**config.mk**
```make
export PLATFORM = sky130hd
export DESIGN_NAME = led_blink_pattern_controller_top
export DESIGN_NICKNAME = d
export VERILOG_FILES = /design/src/hdl/lbpc_pkg.sv /design/src/hdl/lbpc_in_reg.sv /design/src/hdl/lbpc_core.sv /design/src/hdl/lbpc_out_reg.sv /design/src/hdl/led_blink_pattern_controller_top.sv
export SDC_FILE = /design/constraint.sdc
export NUM_CORES = 1
export LEC_CHECK = 0
export BUFFER_PORTS_ARGS = -buffer_cell sky130_fd_sc_hd__buf_2
export CAP_MARGIN = 5
export CORE_MARGIN = 2
export CORE_UTILIZATION = 61
export CTS_CLUSTER_DIAMETER = 40
export DETAILED_ROUTE_END_ITERATION = 16
export PLACE_DENSITY = 0.81
export SYNTH_ARGS = -nofsm -noshare
export SYNTH_HDL_FRONTEND = slang
export SYNTH_SLANG_ARGS = --single-unit
```
**constraint.sdc**
```tcl
create_clock -name clk -period 6.5 [get_ports clk]
set_clock_uncertainty 0.15 [all_clocks]
set_input_delay 1.3 -clock clk [delete_from_list [all_inputs] [get_ports clk]]
set_output_delay 1.3 -clock clk [all_outputs]
set_load 0.1 [all_outputs]
```
**src/hdl/lbpc_pkg.sv**
```systemverilog
// Shared types and constants of the LED blink pattern controller.
// No dependencies; imported by every module of the block.
`default_nettype none

package lbpc_pkg;

  localparam int TABLE_DEPTH   = 8;
  localparam int DURATION_BITS = 16;

  localparam int CUR_W     = $clog2(TABLE_DEPTH);
  localparam int LEN_W     = $clog2(TABLE_DEPTH + 1);
  localparam int ELAPSED_W = DURATION_BITS + 1;

  localparam int CMD_W   = 3;
  localparam int IDX_W   = 3;
  localparam int VALUE_W = 16;
  localparam int PLEN_W  = 4;
  localparam int MODE_W  = 2;

  typedef enum logic [CMD_W-1:0] {
    CMD_TICK   = 3'd0,
    CMD_ON     = 3'd1,
    CMD_OFF    = 3'd2,
    CMD_PAUSE  = 3'd3,
    CMD_RESUME = 3'd4,
    CMD_START  = 3'd5,
    CMD_CLEAR  = 3'd6,
    CMD_LOAD   = 3'd7
  } cmd_t;

  typedef enum logic [MODE_W-1:0] {
    MODE_OFF   = 2'd0,
    MODE_ON    = 2'd1,
    MODE_BLINK = 2'd2
  } mode_t;

  typedef struct packed {
    cmd_t              cmd;
    logic [IDX_W-1:0]  entry_index;
    logic [VALUE_W-1:0] entry_value;
    logic [PLEN_W-1:0] pattern_length;
  } item_t;

  typedef struct packed {
    logic  pin_level;
    mode_t mode;
    logic  is_off;
  } result_t;

endpackage

`default_nettype wire

```
**src/hdl/lbpc_in_reg.sv**
```systemverilog
// Input register of the LED blink pattern controller.
// Holds one accepted item until the core takes it; uses lbpc_pkg.
`default_nettype none

module lbpc_in_reg (
  input  wire logic            clk,
  input  wire logic            rst,
  input  wire logic            in_valid,
  output logic                 in_ready,
  input  lbpc_pkg::item_t      in_item,
  output logic                 hold_valid,
  output lbpc_pkg::item_t      hold_item,
  input  wire logic            take
);
  import lbpc_pkg::*;

  // The register frees up in the same cycle that the core takes its item.
  assign in_ready = !hold_valid || take;

  always_ff @(posedge clk) begin
    if (rst) begin
      hold_valid <= 1'b0;
    end else if (in_ready) begin
      hold_valid <= in_valid;
    end
  end

  always_ff @(posedge clk) begin
    if (in_valid && in_ready) begin
      hold_item <= in_item;
    end
  end

endmodule

`default_nettype wire

```
**src/hdl/lbpc_core.sv**
```systemverilog
// State update of the LED blink pattern controller: mode, blink phase,
// cursor, elapsed count and the duration table. Uses lbpc_pkg.
`default_nettype none

module lbpc_core (
  input  wire logic        clk,
  input  wire logic        rst,
  input  wire logic        fire,
  input  lbpc_pkg::item_t  item,
  output lbpc_pkg::result_t result
);
  import lbpc_pkg::*;

  localparam logic [ELAPSED_W-1:0] ELAPSED_MAX = {ELAPSED_W{1'b1}};

  mode_t                  mode_reg, mode_reg_next;
  mode_t                  saved_mode, saved_mode_next;
  logic                   pin_out, pin_out_next;
  logic                   phase_on, phase_on_next;
  logic [CUR_W-1:0]       cursor, cursor_next;
  logic [LEN_W-1:0]       length_in_use, length_in_use_next;
  logic                   started, started_next;
  logic [ELAPSED_W-1:0]   elapsed_ms, elapsed_ms_next;

  logic [DURATION_BITS-1:0] pattern_table [TABLE_DEPTH];

  logic [ELAPSED_W-1:0]   elapsed_inc;
  logic [DURATION_BITS-1:0] limit;
  logic [LEN_W-1:0]       cursor_plus;
  logic [LEN_W-1:0]       length_clamped;
  logic                   table_wr;

  assign limit       = pattern_table[cursor];
  assign cursor_plus = LEN_W'(cursor) + LEN_W'(1);
  assign elapsed_inc = (started && (elapsed_ms != ELAPSED_MAX)) ?
                       elapsed_ms + ELAPSED_W'(1) : elapsed_ms;

  always_comb begin
    if (item.pattern_length == '0) begin
      length_clamped = LEN_W'(1);
    end else if (int'(item.pattern_length) > TABLE_DEPTH) begin
      length_clamped = LEN_W'(TABLE_DEPTH);
    end else begin
      length_clamped = LEN_W'(item.pattern_length);
    end
  end

  assign table_wr = fire && (item.cmd == CMD_LOAD) &&
                    (int'(item.entry_index) < TABLE_DEPTH);

  always_comb begin
    mode_reg_next      = mode_reg;
    saved_mode_next    = saved_mode;
    pin_out_next       = pin_out;
    phase_on_next      = phase_on;
    cursor_next        = cursor;
    length_in_use_next = length_in_use;
    started_next       = started;
    elapsed_ms_next    = elapsed_ms;

    unique case (item.cmd)
      CMD_TICK: begin
        elapsed_ms_next = elapsed_inc;
        if (mode_reg == MODE_BLINK) begin
          if (!started) begin
            // The first tick after a start lights the pin.
            phase_on_next   = 1'b1;
            pin_out_next    = 1'b1;
            started_next    = 1'b1;
            elapsed_ms_next = '0;
          end else if (elapsed_inc > ELAPSED_W'(limit)) begin
            phase_on_next   = !phase_on;
            pin_out_next    = !phase_on;
            cursor_next     = (cursor_plus >= length_in_use) ? '0 : CUR_W'(cursor_plus);
            elapsed_ms_next = '0;
          end
        end
      end
      CMD_ON: begin
        if (mode_reg == MODE_BLINK) begin
          cursor_next     = '0;
          phase_on_next   = 1'b0;
          started_next    = 1'b0;
          saved_mode_next = MODE_BLINK;
        end
        pin_out_next  = 1'b1;
        mode_reg_next = MODE_ON;
      end
      CMD_OFF: begin
        pin_out_next    = 1'b0;
        saved_mode_next = mode_reg;
        mode_reg_next   = MODE_OFF;
      end
      CMD_PAUSE: begin
        if (mode_reg == MODE_BLINK) begin
          pin_out_next    = 1'b0;
          cursor_next     = '0;
          phase_on_next   = 1'b0;
          started_next    = 1'b0;
          saved_mode_next = MODE_BLINK;
          mode_reg_next   = MODE_OFF;
        end
      end
      CMD_RESUME: begin
        if (saved_mode == MODE_BLINK) begin
          mode_reg_next   = MODE_BLINK;
          saved_mode_next = MODE_OFF;
        end
      end
      CMD_START: begin
        // Starting from on mode passes through off first.
        if (mode_reg == MODE_ON) begin
          pin_out_next    = 1'b0;
          saved_mode_next = MODE_ON;
        end
        length_in_use_next = length_clamped;
        cursor_next        = '0;
        started_next       = 1'b0;
        mode_reg_next      = MODE_BLINK;
      end
      CMD_CLEAR: begin
        phase_on_next      = 1'b0;
        started_next       = 1'b0;
        saved_mode_next    = MODE_OFF;
        mode_reg_next      = MODE_OFF;
        length_in_use_next = LEN_W'(1);
      end
      CMD_LOAD: begin
      end
      default: begin
      end
    endcase
  end

  always_ff @(posedge clk) begin
    if (rst) begin
      mode_reg      <= MODE_OFF;
      saved_mode    <= MODE_OFF;
      pin_out       <= 1'b0;
      phase_on      <= 1'b0;
      cursor        <= '0;
      length_in_use <= LEN_W'(1);
      started       <= 1'b0;
      elapsed_ms    <= '0;
    end else if (fire) begin
      mode_reg      <= mode_reg_next;
      saved_mode    <= saved_mode_next;
      pin_out       <= pin_out_next;
      phase_on      <= phase_on_next;
      cursor        <= cursor_next;
      length_in_use <= length_in_use_next;
      started       <= started_next;
      elapsed_ms    <= elapsed_ms_next;
    end
  end

  always_ff @(posedge clk) begin
    if (table_wr) begin
      pattern_table[CUR_W'(item.entry_index)] <= DURATION_BITS'(item.entry_value);
    end
  end

  assign result.pin_level = pin_out_next;
  assign result.mode      = mode_reg_next;
  assign result.is_off    = (mode_reg_next == MODE_OFF);

endmodule

`default_nettype wire

```
**src/hdl/lbpc_out_reg.sv**
```systemverilog
// Result register of the LED blink pattern controller.
// Holds one result until the consumer takes it; uses lbpc_pkg.
`default_nettype none

module lbpc_out_reg (
  input  wire logic          clk,
  input  wire logic          rst,
  input  wire logic          load,
  input  lbpc_pkg::result_t  res_in,
  output logic               can_load,
  output logic               out_valid,
  input  wire logic          out_ready,
  output lbpc_pkg::result_t  res_out
);
  import lbpc_pkg::*;

  assign can_load = !out_valid || out_ready;

  always_ff @(posedge clk) begin
    if (rst) begin
      out_valid <= 1'b0;
    end else if (can_load) begin
      out_valid <= load;
    end
  end

  always_ff @(posedge clk) begin
    if (load && can_load) begin
      res_out <= res_in;
    end
  end

endmodule

`default_nettype wire

```
**src/hdl/led_blink_pattern_controller_top.sv**
```systemverilog
// LED blink pattern controller: one LED pin in off, on or blink mode, with
// an eight-slot duration table for blink mode. Each accepted item is a
// command (tick, on, off, pause, resume, start blink, clear, load entry) and
// gives exactly one result: the pin level and mode after that command. The
// block takes one item per clock cycle while the consumer keeps taking
// results; the state update works out a whole command combinationally
// between the input register and the result register, and the result is
// registered in the result register. Items keep flowing while a result
// waits, as long as the input register has room. Table slots must be loaded
// before blink mode reads them.
`default_nettype none

module led_blink_pattern_controller_top (
  input  wire logic                        clk,
  input  wire logic                        rst,
  input  wire logic                        in_valid,
  output logic                             in_ready,
  input  wire logic [lbpc_pkg::CMD_W-1:0]  cmd,
  input  wire logic [lbpc_pkg::IDX_W-1:0]  entry_index,
  input  wire logic [lbpc_pkg::VALUE_W-1:0] entry_value,
  input  wire logic [lbpc_pkg::PLEN_W-1:0] pattern_length,
  output logic                             out_valid,
  input  wire logic                        out_ready,
  output logic                             pin_level,
  output logic [lbpc_pkg::MODE_W-1:0]      mode,
  output logic                             is_off
);
  import lbpc_pkg::*;

  item_t   in_item;
  item_t   hold_item;
  logic    hold_valid;
  logic    can_load;
  logic    take;
  result_t core_result;
  result_t res_out;

  assign in_item.cmd            = cmd_t'(cmd);
  assign in_item.entry_index    = entry_index;
  assign in_item.entry_value    = entry_value;
  assign in_item.pattern_length = pattern_length;

  assign take = hold_valid && can_load;

  lbpc_in_reg u_in_reg (
    .clk        (clk),
    .rst        (rst),
    .in_valid   (in_valid),
    .in_ready   (in_ready),
    .in_item    (in_item),
    .hold_valid (hold_valid),
    .hold_item  (hold_item),
    .take       (take)
  );

  lbpc_core u_core (
    .clk    (clk),
    .rst    (rst),
    .fire   (take),
    .item   (hold_item),
    .result (core_result)
  );

  lbpc_out_reg u_out_reg (
    .clk       (clk),
    .rst       (rst),
    .load      (take),
    .res_in    (core_result),
    .can_load  (can_load),
    .out_valid (out_valid),
    .out_ready (out_ready),
    .res_out   (res_out)
  );

  assign pin_level = res_out.pin_level;
  assign mode      = MODE_W'(res_out.mode);
  assign is_off    = res_out.is_off;

endmodule

`default_nettype wire

```
==> metrics.md, run 1 <==
| Metric | Value |
|---|---|
| Status | `complete, no violations` |
| Final worst path period need | `roughly 5.2 ns` |
| Comb power frac | `just under 3%` |
| RR Startpoint | `u_core.elapsed_ms[1]$_SDFFE_PP0P_` |
| P_sw | `0.000528 W` |
| Worst reg2reg endpoint | `u_core.elapsed_ms[3]$_SDFFE_PP0P_` |
| Pin count of the biggest net entering global routing | `37` |
| Setup TNS | `0 ns` |
| Core area | `0.0137 mm²` |
| Warnings from Yosys | `0` |
| Number of flip-flops under the largest register name | `128` |
| Routability-driven placement congestion ratio | `approximately 0.85` |
| Synth Instances | `587` |
| Leading area contributor after synthesis | `edfxtp_1` |
| Area grow syn2layout | `11.2%` |
| Synth Flop Type | `edfxtp_1` |
| Total gr overflow | `0` |
| Number of diodes | `0` |
| Overall power | `0.00248 W` |
| # fillers | `between 900 and 1000` |
| Register area | `between 0.005 and 0.006 mm²` |
| Largest regs | `u_core.pattern_table (128), u_in_reg.hold_item (26), u_core.elapsed_ms (16)` |
| TritonCTS clock tree | `done` |
| Max VDD drop | `223 µV` |
| DP HPWL | `slightly above 10000 µm` |
| Die Height | `122 µm` |
| Max clock buf depth | `2` |
| RSZ-0062 raised after global routing | `false` |
| Remaining antenna violation count | `0` |
| R2R Setup Slk | `1.25 ns` |
| Clock transition at the registers of the reported paths | `0.07 ns` |
| Max-slew violation count | `0` |
| Top delay family on crit path | `simple AND/OR/NAND/NOR gates` |
| Seq/Total Area, Yosys | `64.4%` |
| Crit path max-delay cell type | `nor3_1` |
| EDFF count, synth | `between 150 and 200` |
| PnR worst setup slack | `1.25 ns` |
| Die area | `0.0149 mm²` |
| Post_cts resized | `0` |
| Flop pwr share | `55.7%` |
| Max Cap Viol | `0` |
| Area of the multi-input gates | `0.00289 mm²` |
| Worst EP required | `between 6 and 7 ns` |
| Via count | `5057` |
| Nets@finish | `673` |
| Netlist cell types | `61` |
| Hold path depth | `2` |
| CP Launch Type | `flip-flop` |
| H-Tree Level Count | `4` |
| Fmax | `191 MHz` |
| Cell count of the worst reg-to-reg path | `17` |
| Hold crit path type | `reg2reg` |
| Arrival @ worst endpoint | `between 5 and 6 ns` |
| Async set or reset register ratio after synthesis | `0%` |
| Syn avg cell area | `14.5 µm²` |
| Postcts setup bufs | `0` |
| Power per cell area | `263 mW/mm²` |
| Crit path capture type | `flip-flop` |
| Slew @ Worst Pin | `around 1.1 ns` |
| Total track usage | `24.2%` |
| Register bit count reported by yosys | `194` |
| 1st-iter DRT viols | `647` |
| Final hold viol count | `0` |
| Initial antenna violation count | `0` |
| Setup violators final | `0` |
| Hold Crit Start | `u_core.elapsed_ms[13]$_SDFFE_PP0P_` |
| CTS buffer count | `17` |
| Total iterations of the first detailed-routing run | `5` |
| TritonCTS Sinks | `194` |
| Post-Syn Nets | `639` |
| Synth Cell Area | `0.00849 mm²` |
| Pre-CTS setup slack | `between 1 and 1.5 ns` |
| DRC | `0` |
| Clock network fraction of total power | `41.4%` |
| I/O pin total | `36` |
| Final period util | `80.7%` |
| Clock Root Buffer | `clkbuf_16` |
| Final wirelength | `16900 µm` |
| Relative slew slack | `around a quarter` |
| WHS Endpoint | `u_core.elapsed_ms[13]$_SDFFE_PP0P_` |
| WS Path Type | `reg2reg` |
| Int Power | `a little under 0.002 W` |
| Worst path cell trace | `ha_1 > and3_1 > and3_1 > and4_1 > ha_1 > nand2b_1 > nor3_1 > nand4_1 > xnor2_1 > ha_1 > nand3_1 > a2111oi_4 > nand2_1 > a32oi_1 > nand3_4 > and3_1 > a221o_1` |
| Vias/cell | `6.21` |
| Leak Pwr | `3.16 nW` |
| Most area-consuming cells after synthesis | `edfxtp_1, dfxtp_1, mux4_2` |
| Worst-path maximum fanout | `18` |
| Switching part of the total | `a little over a fifth` |
| Site Rows | `43` |
| Vias in the first global route | `4900` |
| Yosys top cell area share | `between 50% and 60%` |
| Worst-Skew Late Latency | `0.43 ns` |
| Chip Width | `around 120 µm` |
| # port buffers | `35` |
| CTS Hold Bufs | `0` |
| Most flop-heavy register | `u_core.pattern_table` |
| Routed length per instance | `20.8 µm` |
| Sum of buffers and inverters on the critical path | `0` |
| Max incr delay on CP | `0.73 ns` |
| Starting density of the core | `between 60% and 70%` |
| First-pass GRT wire length | `26300 µm` |
| Share of layout cells above drive strength 1 | `19.7%` |
cells in the mapped netlist, types with 7 or more instances:
cell / count
nor2_1: 40
nand2b_1: 9
nand4_1: 7
nand2_1: 38
nand3_1: 21
edfxtp_1: 158
and3_1: 14
mux4_2: 32
xnor2_1: 13
nor2b_1: 7
mux2i_1: 16
clkbuf_1: 20
o21ai_0: 16
inv_1: 11
dfxtp_1: 36
nor3_1: 14
ha_1: 22
a21oi_1: 35
routing by layer:
metal,vias to the layer above,wire length [µm],global-route usage (%)
met5,-,0,0
met4,0,248,9.27
met3,22,821,5.34
met2,153,8810,40.1
met1,2540,7040,31.5
li1,2342,-,-
cell type report:
type                    instances  area share, %
flip-flops and latches        194           57.9
multi-input cells             353           30.6
clock buffers                  19           4.59
repair buffers                 42           2.41
well taps                     180           2.39
clock inverters                13           1.56
inverters                      13          0.517
power by group through the flow:
| stage | Combinational [W] | Clock, W | Sequential [W] |
|---|---|---|---|
| CTS | 0.0000722 | 0.00105 | 0.00138 |
| global route | 0.0000789 | 0.00108 | 0.00139 |
| finish | 0.0000724 | 0.00103 | 0.00138 |
| global placement | 0.0000699 | 0 | 0.00141 |
| floorplan | 0.0000445 | 0 | 0.00141 |
| detailed placement | 0.0000717 | 0 | 0.00141 |
tightest hold or removal path, stage by stage, from the launching register on:
cell     delay, ns
dfxtp_1       0.31
nand2_1       0.05
a21oi_1       0.06
how the worst max path moves through the flow:
stage,startpoint,to,cells past startpoint
finish,u_core.elapsed_ms[1]$_SDFFE_PP0P_,u_core.elapsed_ms[3]$_SDFFE_PP0P_,17
detailed placement,u_core.elapsed_ms[0]$_SDFFE_PP0P_,u_core.elapsed_ms[3]$_SDFFE_PP0P_,17
global placement,u_core.elapsed_ms[0]$_SDFFE_PP0P_,u_core.elapsed_ms[0]$_SDFFE_PP0P_,17
floorplan,u_core.elapsed_ms[0]$_SDFFE_PP0P_,u_core.phase_on$_SDFFE_PP0P_,18
CTS,u_core.elapsed_ms[0]$_SDFFE_PP0P_,u_core.elapsed_ms[3]$_SDFFE_PP0P_,17
global route,u_core.elapsed_ms[1]$_SDFFE_PP0P_,u_core.elapsed_ms[3]$_SDFFE_PP0P_,17
through the flow:
stage                     instances  util, %  hold WS (ns)  area (µm²)
after floorplan                 587        -         0.282        8490
after global placement          782     64.6         0.294        8860
after detailed placement        782     64.6         0.307        8860
after CTS                       814     68.8         0.317        9440
after global routing            814     68.8         0.326        9440
final                           814     68.8         0.317        9440
layout by cell type (no fill, tap or decap), types with 6 or more instances in the layout:
cell type  Yosys  final
a21oi_1       35     35
and3_1        14     14
buf_2          2     35
buf_4          2      7
clkbuf_16      0     17
dfxtp_1       36     35
edfxtp_1     158    158
ha_1          22     22
inv_1         11     11
mux2i_1       16     16
mux4_2        32     32
nand2_1       38     38
nand2b_1       9      9
nand3_1       21     21
nand4_1        7      7
nor2_1        40     38
nor2b_1        7      7
nor3_1        14     12
o21ai_0       16     16
xnor2_1       13     13
xor2_1         6      6
cell families (layout without fill, tap and decap cells):
logic type                 Yosys count  in the layout  share of synthesized area (%)
AOI/OAI and AO/OA                   86             86                           6.95
xor gates and xnor gates            19             19                           1.96
adders and majority gates           22             22                           3.24
buffers and inverters               40             87                           1.89
DFF                                194            194                           64.4
muxes                               52             52                           11.0
and+or+nand+nor                    174            174                           10.6
Note: power is estimated with default switching activity, not from simulation.
==> inputs of run 2 (changes only) <==
==> constraint.sdc (replaced) <==
create_clock -name clk -period 5.2 [get_ports clk]
set_clock_uncertainty 0.15 [all_clocks]
set_input_delay 1.04 -clock clk [delete_from_list [all_inputs] [get_ports clk]]
set_output_delay 1.04 -clock clk [all_outputs]
set_load 0.1 [all_outputs]
==> run 2 against run 1 <==
Sequential cell count unchanged. Final cell count increased by 0.61%. Combinational power increased by 26%. Count of clock-buffer cells in the layout decreased by 2. Setup slack got worse by 0.99 ns. Via count increased by 1.5%. Critical path depth increased by 1. Largest power group unchanged. Highest routed layer unchanged.
==> metrics.md, run 2 (synthesis results as in run 1) <==
| Metric | Value |
|---|---|
| Setup TNS | `0 ns (unchanged)` |
| Max VDD drop | `380 µV (was 223 µV)` |
| Postcts setup bufs | `0 (unchanged)` |
| Leak Pwr | `3.21 nW (was 3.16 nW)` |
| Crit path capture type | `flip-flop (unchanged)` |
| Setup crit end | `u_core.elapsed_ms[3]$_SDFFE_PP0P_ (unchanged)` |
| Fin util | `69.3% (was 68.8%)` |
| Number of flip-flops under the largest register name | `128 (unchanged)` |
| Worst reg2reg endpoint | `u_core.elapsed_ms[3]$_SDFFE_PP0P_ (unchanged)` |
| Setup violators final | `0 (unchanged)` |
| Via count | `5134 (was 5057)` |
| RSZ-0062 raised after global routing | `false (unchanged)` |
| TritonCTS Sinks | `194 (unchanged)` |
| Die area | `0.0149 mm² (unchanged)` |
| Initial antenna violation count | `0 (unchanged)` |
| Status | `complete, no violations (unchanged)` |
| Final hold viol count | `0 (unchanged)` |
| Final period util | `95.0% (was 80.7%)` |
| Arrival @ worst endpoint | `5.11 ns (was 5.42 ns)` |
| Post_cts resized | `0 (unchanged)` |
| Slew @ Worst Pin | `1.13 ns (was 1.14 ns)` |
| Final worst path period need | `4.94 ns (was 5.25 ns)` |
| Number of diodes | `0 (unchanged)` |
| I/O pin total | `36 (unchanged)` |
| Commonest non-fill, non-tap cell in the layout | `edfxtp_1 (unchanged)` |
| First-pass GRT wire length | `27100 µm (was 26300 µm)` |
| DP HPWL | `10700 µm (was 10100 µm)` |
| Most flop-heavy register | `u_core.pattern_table (unchanged)` |
| Placed Instance Area | `0.00889 mm² (was 0.00886 mm²)` |
| CTS Hold Bufs | `0 (unchanged)` |
| Cell count of the worst reg-to-reg path | `18 (was 17)` |
| Area grow syn2layout | `12.0% (was 11.2%)` |
| CTS buffer count | `17 (unchanged)` |
| WS Path Type | `reg2reg (unchanged)` |
| Worst path cell trace | `ha_1 > and3_1 > and3_1 > and4_1 > ha_1 > nand2b_1 > nor3_1 > buf_4 > nand4_1 > xnor2_1 > ha_1 > nand3_1 > a2111oi_4 > nand2_1 > a32oi_2 > nand3_4 > and3_1 > a221o_1 (was ha_1 > and3_1 > and3_1 > and4_1 > ha_1 > nand2b_1 > nor3_1 > nand4_1 > xnor2_1 > ha_1 > nand3_1 > a2111oi_4 > nand2_1 > a32oi_1 > nand3_4 > and3_1 > a221o_1)` |
| Routability-driven placement congestion ratio | `0.856 (was 0.846)` |
| Largest regs | `u_core.pattern_table (128), u_in_reg.hold_item (26), u_core.elapsed_ms (16) (unchanged)` |
| R2R Setup Slk | `0.26 ns (was 1.25 ns)` |
| Nets@finish | `678 (was 673)` |
| Most frequent cells in the layout | `edfxtp_1, nor2_1, nand2_1 (unchanged)` |
| Worst-path maximum fanout | `18 (unchanged)` |
| Max Cap Viol | `0 (unchanged)` |
| Worst-Skew Late Latency | `0.44 ns (was 0.43 ns)` |
| RR Startpoint | `u_core.elapsed_ms[1]$_SDFFE_PP0P_ (unchanged)` |
| H-Tree Level Count | `4 (unchanged)` |
| Core area | `0.0137 mm² (unchanged)` |
| Pin count of the biggest net entering global routing | `37 (unchanged)` |
| Placed Instances | `787 (was 782)` |
| TritonCTS clock tree | `done (unchanged)` |
| Vias in the first global route | `5147 (was 4900)` |
| Die Height | `122 µm (unchanged)` |
| Remaining antenna violation count | `0 (unchanged)` |
| Site Rows | `43 (unchanged)` |
| CP startpoint | `u_core.elapsed_ms[1]$_SDFFE_PP0P_ (unchanged)` |
| Max clock buf depth | `2 (unchanged)` |
| Clock transition at the registers of the reported paths | `0.08 ns (was 0.07 ns)` |
| Total track usage | `24.6% (was 24.2%)` |
| # port buffers | `35 (unchanged)` |
| CP Launch Type | `flip-flop (unchanged)` |
| Final Non-Filler Cells | `819 (was 814)` |
| Relative slew slack | `24.3% (was 24.2%)` |
| Vias/cell | `6.27 (was 6.21)` |
| Clock Root Buffer | `clkbuf_16 (unchanged)` |
| Fmax | `203 MHz (was 191 MHz)` |
| Power per cell area | `328 mW/mm² (was 263 mW/mm²)` |
| # fillers | `914 (was 911)` |
| Total gr overflow | `0 (unchanged)` |
| Hold crit path type | `reg2reg (unchanged)` |
| Share of layout cells above drive strength 1 | `20.8% (was 19.7%)` |
| Starting density of the core | `61.9% (unchanged)` |
| Max-slew violation count | `0 (unchanged)` |
| DRC | `0 (unchanged)` |
| 1st-iter DRT viols | `652 (was 647)` |
| Finished Cell Area | `0.00951 mm² (was 0.00944 mm²)` |
| Max incr delay on CP | `0.37 ns (was 0.73 ns)` |
| Chip Width | `122 µm (unchanged)` |
| Final wirelength | `17000 µm (was 16900 µm)` |
| Total iterations of the first detailed-routing run | `5 (unchanged)` |
| Crit path max-delay cell type | `a32oi_2 (was nor3_1)` |
| Routed length per instance | `20.7 µm (was 20.8 µm)` |
| Worst EP required | `5.37 ns (was 6.67 ns)` |
-- run 2: final cells by class --
cell class / count / area [µm²] / share of cell area (%)
Tap cell: 180 / 225 / 2.37
Clock buffer: 17 / 425 / 4.47
Multi-Input combinational cell: 353 / 2890 / 30.4
Timing Repair Buffer: 47 / 265 / 2.79
Clock inverter: 15 / 184 / 1.93
Inverter: 13 / 48.8 / 0.513
Sequential cell: 194 / 5470 / 57.5
-- run 2: layer usage --
metal  part of all wire (%)  GRT usage, %  wire, µm
met5                      0             0         0
met1                     41          31.2      6890
met3                    5.7          5.57       966
met2                     52          42.5      8840
met4                    1.7          7.90       293
-- run 2: through the flow --
stage	hold slack (ns)	setup WS (ns)	total power (W)
finish	0.309	0.262	0.00312
global route	0.361	0.0237	0.00321
CTS	0.313	0.274	0.00313
detailed placement	0.300	0.314	0.00185
global placement	0.294	0.547	0.00185
floorplan	0.282	0.568	0.00182
-- run 2: how the worst min path moves through the flow --
stage                                       start                                  to  slack [ns]  depth (start not counted)
3_3_place_gp   u_core.elapsed_ms[13]$_SDFFE_PP0P_  u_core.elapsed_ms[13]$_SDFFE_PP0P_        0.29                          2
5_1_grt        u_core.elapsed_ms[13]$_SDFFE_PP0P_  u_core.elapsed_ms[13]$_SDFFE_PP0P_        0.36                          2
4_1_cts        u_core.elapsed_ms[13]$_SDFFE_PP0P_  u_core.elapsed_ms[13]$_SDFFE_PP0P_        0.31                          2
2_1_floorplan  u_core.elapsed_ms[13]$_SDFFE_PP0P_  u_core.elapsed_ms[13]$_SDFFE_PP0P_        0.28                          2
3_5_place_dp   u_core.elapsed_ms[13]$_SDFFE_PP0P_  u_core.elapsed_ms[13]$_SDFFE_PP0P_        0.30                          2
6_report       u_core.elapsed_ms[13]$_SDFFE_PP0P_  u_core.elapsed_ms[13]$_SDFFE_PP0P_        0.31                          2
-- run 2: where the power goes --
part           internal, W   total, W  leakage (nW)  switching (W)
clock             0.000653    0.00130         0.297       0.000649
sequential         0.00170    0.00173          1.73      0.0000283
combinational    0.0000289  0.0000914          1.18      0.0000625
-- run 2: critical path: cells and delay by family (launching register included) --
kind            cells  cell delay [ns]
compound gates      3             0.97
xor+xnor            1             0.21
fa+ha+maj           3             0.78
buf+inv             1             0.18
flops               1             0.34
simple gates       10             2.19
==> inputs of run 3 (changes only) <==
--- a/config.mk
+++ b/config.mk
@@ -9,9 +9,9 @@
 export CAP_MARGIN = 5
 export CORE_MARGIN = 2
 export CORE_UTILIZATION = 61
-export CTS_CLUSTER_DIAMETER = 40
 export DETAILED_ROUTE_END_ITERATION = 16
 export PLACE_DENSITY = 0.81
 export SYNTH_ARGS = -nofsm -noshare
 export SYNTH_HDL_FRONTEND = slang
+export SYNTH_HIERARCHICAL = 1
 export SYNTH_SLANG_ARGS = --single-unit
==> run 3 against run 2 <==
Sequential cell count is the same. Count of clock-buffer cells in the layout grew 2. Sequential share of layout area grew 1.3 points. Die area shrank 2.7%. Via count shrank 5.6%. Sequential power is essentially flat. Final cell count shrank 3.7%. Final area shrank 2.2%. Synthesized area shrank 2.8%. Critical path type unchanged. Largest cell class unchanged. Highest routed layer unchanged.
==> metrics.md, run 3 <==
| Metric | Value |
|---|---|
| Status | `complete, no violations (unchanged)` |
| I/O pin total | `36 (unchanged)` |
| Hold crit path type | `reg2reg (unchanged)` |
| Hold path depth | `2 (unchanged)` |
| Post-Syn Nets | `600 (was 639)` |
| 1st-iter DRT viols | `549 (was 652)` |
| Starting density of the core | `62.3% (was 61.9%)` |
| Largest regs | `u_core/pattern_table (128), u_in_reg/hold_item (26), u_core/elapsed_ms (16) (was u_core.pattern_table (128), u_in_reg.hold_item (26), u_core.elapsed_ms (16))` |
| Chip Width | `120 µm (was 122 µm)` |
| Via count | `4847 (was 5134)` |
| Hold Crit Start | `u_core/elapsed_ms[7]$_SDFFE_PP0P_ (was u_core.elapsed_ms[13]$_SDFFE_PP0P_)` |
| Int Power | `0.00240 W (was 0.00238 W)` |
| Flop pwr share | `56.7% (was 55.3%)` |
| Register bit count reported by yosys | `194 (unchanged)` |
| Seq/Total Area, Yosys | `66.2% (was 64.4%)` |
| Area grow syn2layout | `12.7% (was 12.0%)` |
| First-pass GRT wire length | `26000 µm (was 27100 µm)` |
| Postcts setup bufs | `0 (unchanged)` |
| Cell count of the worst reg-to-reg path | `20 (was 18)` |
| Switching part of the total | `21.3% (was 23.7%)` |
| Max Cap Viol | `0 (unchanged)` |
| RR Startpoint | `u_core/elapsed_ms[0]$_SDFFE_PP0P_ (was u_core.elapsed_ms[1]$_SDFFE_PP0P_)` |
| Finished Cell Area | `0.00930 mm² (was 0.00951 mm²)` |
| Share of layout cells above drive strength 1 | `21.7% (was 20.8%)` |
| WHS Endpoint | `u_core/elapsed_ms[7]$_SDFFE_PP0P_ (was u_core.elapsed_ms[13]$_SDFFE_PP0P_)` |
| CTS buffer count | `17 (unchanged)` |
| TritonCTS Sinks | `194 (unchanged)` |
| Setup TNS | `0 ns (unchanged)` |
| Async set or reset register ratio after synthesis | `0% (unchanged)` |
| Most frequent cells in the layout | `edfxtp_1, nor2_1, buf_2, dfxtp_1, nand2_1 (was edfxtp_1, nor2_1, nand2_1)` |
| Comb power frac | `3.2% (was 2.9%)` |
| Routability-driven placement congestion ratio | `0.873 (was 0.856)` |
| Most area-consuming cells after synthesis | `edfxtp_1, dfxtp_1, mux4_2 (unchanged)` |
| Total iterations of the first detailed-routing run | `5 (unchanged)` |
| Final period util | `91.4% (was 95.0%)` |
| Synth Flop Type | `edfxtp_1 (unchanged)` |
| Setup violators final | `0 (unchanged)` |
| Max VDD drop | `280 µV (was 380 µV)` |
| Crit path capture type | `flip-flop (unchanged)` |
| Vias in the first global route | `4932 (was 5147)` |
| Clock transition at the registers of the reported paths | `0.07 ns (was 0.08 ns)` |
| Slew @ Worst Pin | `1.04 ns (was 1.13 ns)` |
| Cell with the most instances after synthesis | `edfxtp_1 (unchanged)` |
| Die area | `0.0145 mm² (was 0.0149 mm²)` |
| Clock network fraction of total power | `40.1% (was 41.7%)` |
| Synth Instances | `548 (was 587)` |
| Power per cell area | `328 mW/mm² (about the same)` |
| Worst-Skew Late Latency | `0.43 ns (was 0.44 ns)` |
| Leading area contributor after synthesis | `edfxtp_1 (unchanged)` |
| Max clock buf depth | `2 (unchanged)` |
| Final wirelength | `16200 µm (was 17000 µm)` |
| Clock Root Buffer | `clkbuf_16 (unchanged)` |
| Fin util | `70.2% (was 69.3%)` |
| Final worst path period need | `4.75 ns (was 4.94 ns)` |
| DRC | `0 (unchanged)` |
| DP HPWL | `10500 µm (was 10700 µm)` |
| Worst reg2reg endpoint | `u_core/elapsed_ms[1]$_SDFFE_PP0P_ (was u_core.elapsed_ms[3]$_SDFFE_PP0P_)` |
| Hold Slack | `0.335 ns (was 0.309 ns)` |
| Core area | `0.0132 mm² (was 0.0137 mm²)` |
| R2R Setup Slk | `0.45 ns (was 0.26 ns)` |
| Commonest non-fill, non-tap cell in the layout | `edfxtp_1 (unchanged)` |
| Max-slew violation count | `0 (unchanged)` |
| Arrival @ worst endpoint | `4.95 ns (was 5.11 ns)` |
| Worst-path maximum fanout | `8 (was 18)` |
| TritonCTS clock tree | `done (unchanged)` |
| Yosys top cell area share | `57.5% (was 55.9%)` |
| Top post-synthesis cells by count | `edfxtp_1, nor2_1, dfxtp_1, nand2_1, mux4_2 (was edfxtp_1, nor2_1, nand2_1, dfxtp_1, a21oi_1)` |
| Routed length per instance | `20.6 µm (was 20.7 µm)` |
| Leak Pwr | `3.17 nW (was 3.21 nW)` |
| P_sw | `0.000649 W (was 0.000740 W)` |
| Vias/cell | `6.14 (was 6.27)` |
| Total gr overflow | `0 (unchanged)` |
| CP Launch Type | `flip-flop (unchanged)` |
| WS Path Type | `reg2reg (unchanged)` |
| Final hold viol count | `0 (unchanged)` |
| Die Height | `120 µm (was 122 µm)` |
| CTS Hold Bufs | `0 (unchanged)` |
| Syn avg cell area | `15.1 µm² (was 14.5 µm²)` |
| EDFF count, synth | `158 (unchanged)` |
| Pin count of the biggest net entering global routing | `28 (was 37)` |
| RSZ-0062 raised after global routing | `false (unchanged)` |
| Netlist cell types | `60 (was 61)` |
| Site Rows | `42 (was 43)` |
| Synth Cell Area | `0.00825 mm² (was 0.00849 mm²)` |
| Placed Instance Area | `0.00873 mm² (was 0.00889 mm²)` |
| H-Tree Level Count | `4 (unchanged)` |
| Nets@finish | `652 (was 678)` |
| Initial antenna violation count | `0 (unchanged)` |
| Overall power | `0.00305 W (was 0.00312 W)` |
| # port buffers | `35 (unchanged)` |
| Relative slew slack | `30.3% (was 24.3%)` |
| Number of diodes | `0 (unchanged)` |
| Worst EP required | `5.40 ns (was 5.37 ns)` |
| Number of flip-flops under the largest register name | `128 (unchanged)` |
| Most flop-heavy register | `u_core/pattern_table (was u_core.pattern_table)` |
| Warnings from Yosys | `6 (was 0)` |
| Total track usage | `24.2% (was 24.6%)` |
| Remaining antenna violation count | `0 (unchanged)` |
| Fmax | `211 MHz (was 203 MHz)` |
[run 3: area by class of cell]
class                           count  area [µm²]
Clock inverter                     13         125
Fill cell                         862        3940
Clock buffer                       19         433
Inverter                           11        41.3
Timing Repair Buffer               56         333
Multi-Input combinational cell    320        2680
Tap cell                          176         220
Sequential cell                   194        5470
[run 3: repair_timing]
item	CTS	global route
hold endpoints to repair	0	0
gates resized for setup	0	1
setup endpoints to repair	0	13
[run 3: stage by stage]
step	cells	worst slack (ns)
6_report	789	0.450
2_1_floorplan	548	0.951
3_3_place_gp	757	0.412
3_5_place_dp	757	0.252
4_1_cts	789	0.214
5_1_grt	789	0.125
[run 3: kinds of logic (layout without fill, tap and decap cells)]
group	count (synthesis)	after routing	synth area share, %
flip-flops	194	194	66.2
AND/OR/NAND/NOR	153	153	9.31
AO/OA/AOI/OAI	65	65	5.22
multiplexers	54	54	11.5
buffers and inverters	34	99	1.64
XOR/XNOR	25	25	2.65
adder cells (fa/ha/maj)	23	23	3.47
[run 3: worst max-delay path by stage]
stage	from	to	slack [ns]
3_3_place_gp	u_core/elapsed_ms[0]$_SDFFE_PP0P_	u_core/elapsed_ms[1]$_SDFFE_PP0P_	0.41
4_1_cts	u_core/elapsed_ms[0]$_SDFFE_PP0P_	u_core/elapsed_ms[2]$_SDFFE_PP0P_	0.21
3_5_place_dp	u_core/elapsed_ms[0]$_SDFFE_PP0P_	u_core/elapsed_ms[2]$_SDFFE_PP0P_	0.25
5_1_grt	u_core/elapsed_ms[0]$_SDFFE_PP0P_	u_core/elapsed_ms[14]$_SDFFE_PP0P_	0.12
6_report	u_core/elapsed_ms[0]$_SDFFE_PP0P_	u_core/elapsed_ms[1]$_SDFFE_PP0P_	0.45
2_1_floorplan	u_core/elapsed_ms[0]$_SDFFE_PP0P_	flip-flop	0.95
[run 3: power by group through the flow]
stage               Combinational (W)  Clock [W]  Sequential (W)
floorplan                   0.0000539          0         0.00177
global placement            0.0000912          0         0.00176
detailed placement          0.0000945          0         0.00177
CTS                         0.0000961    0.00124         0.00173
global route                 0.000104    0.00130         0.00173
finish                      0.0000970    0.00122         0.00173
[run 3: layer usage]
layer	share of wire (%)	up-vias	track usage [%]	wire (µm)
met1	41	2446	31.1	6630
li1	-	2209	-	-
met4	2.0	0	9.59	325
met5	0	-	0	0
met3	4.9	28	5.05	798
met2	52	164	40.9	8480
[run 3: worst max-delay path, stage by stage (launching register included)]
cell,delay (ns)
dfxtp_1,0.37
ha_1,0.24
nand3_1,0.11
nor2_1,0.05
nand3_1,0.07
nor2_1,0.04
ha_1,0.21
nor2b_1,0.23
nand4_1,0.24
nor2_1,0.30
nand3_1,0.14
xnor2_1,0.23
ha_1,0.30
a41o_1,0.24
a21oi_1,0.13
o211ai_1,0.16
a2111o_1,0.45
o311ai_2,0.53
buf_4,0.24
nand3_1,0.08
a21oi_1,0.17
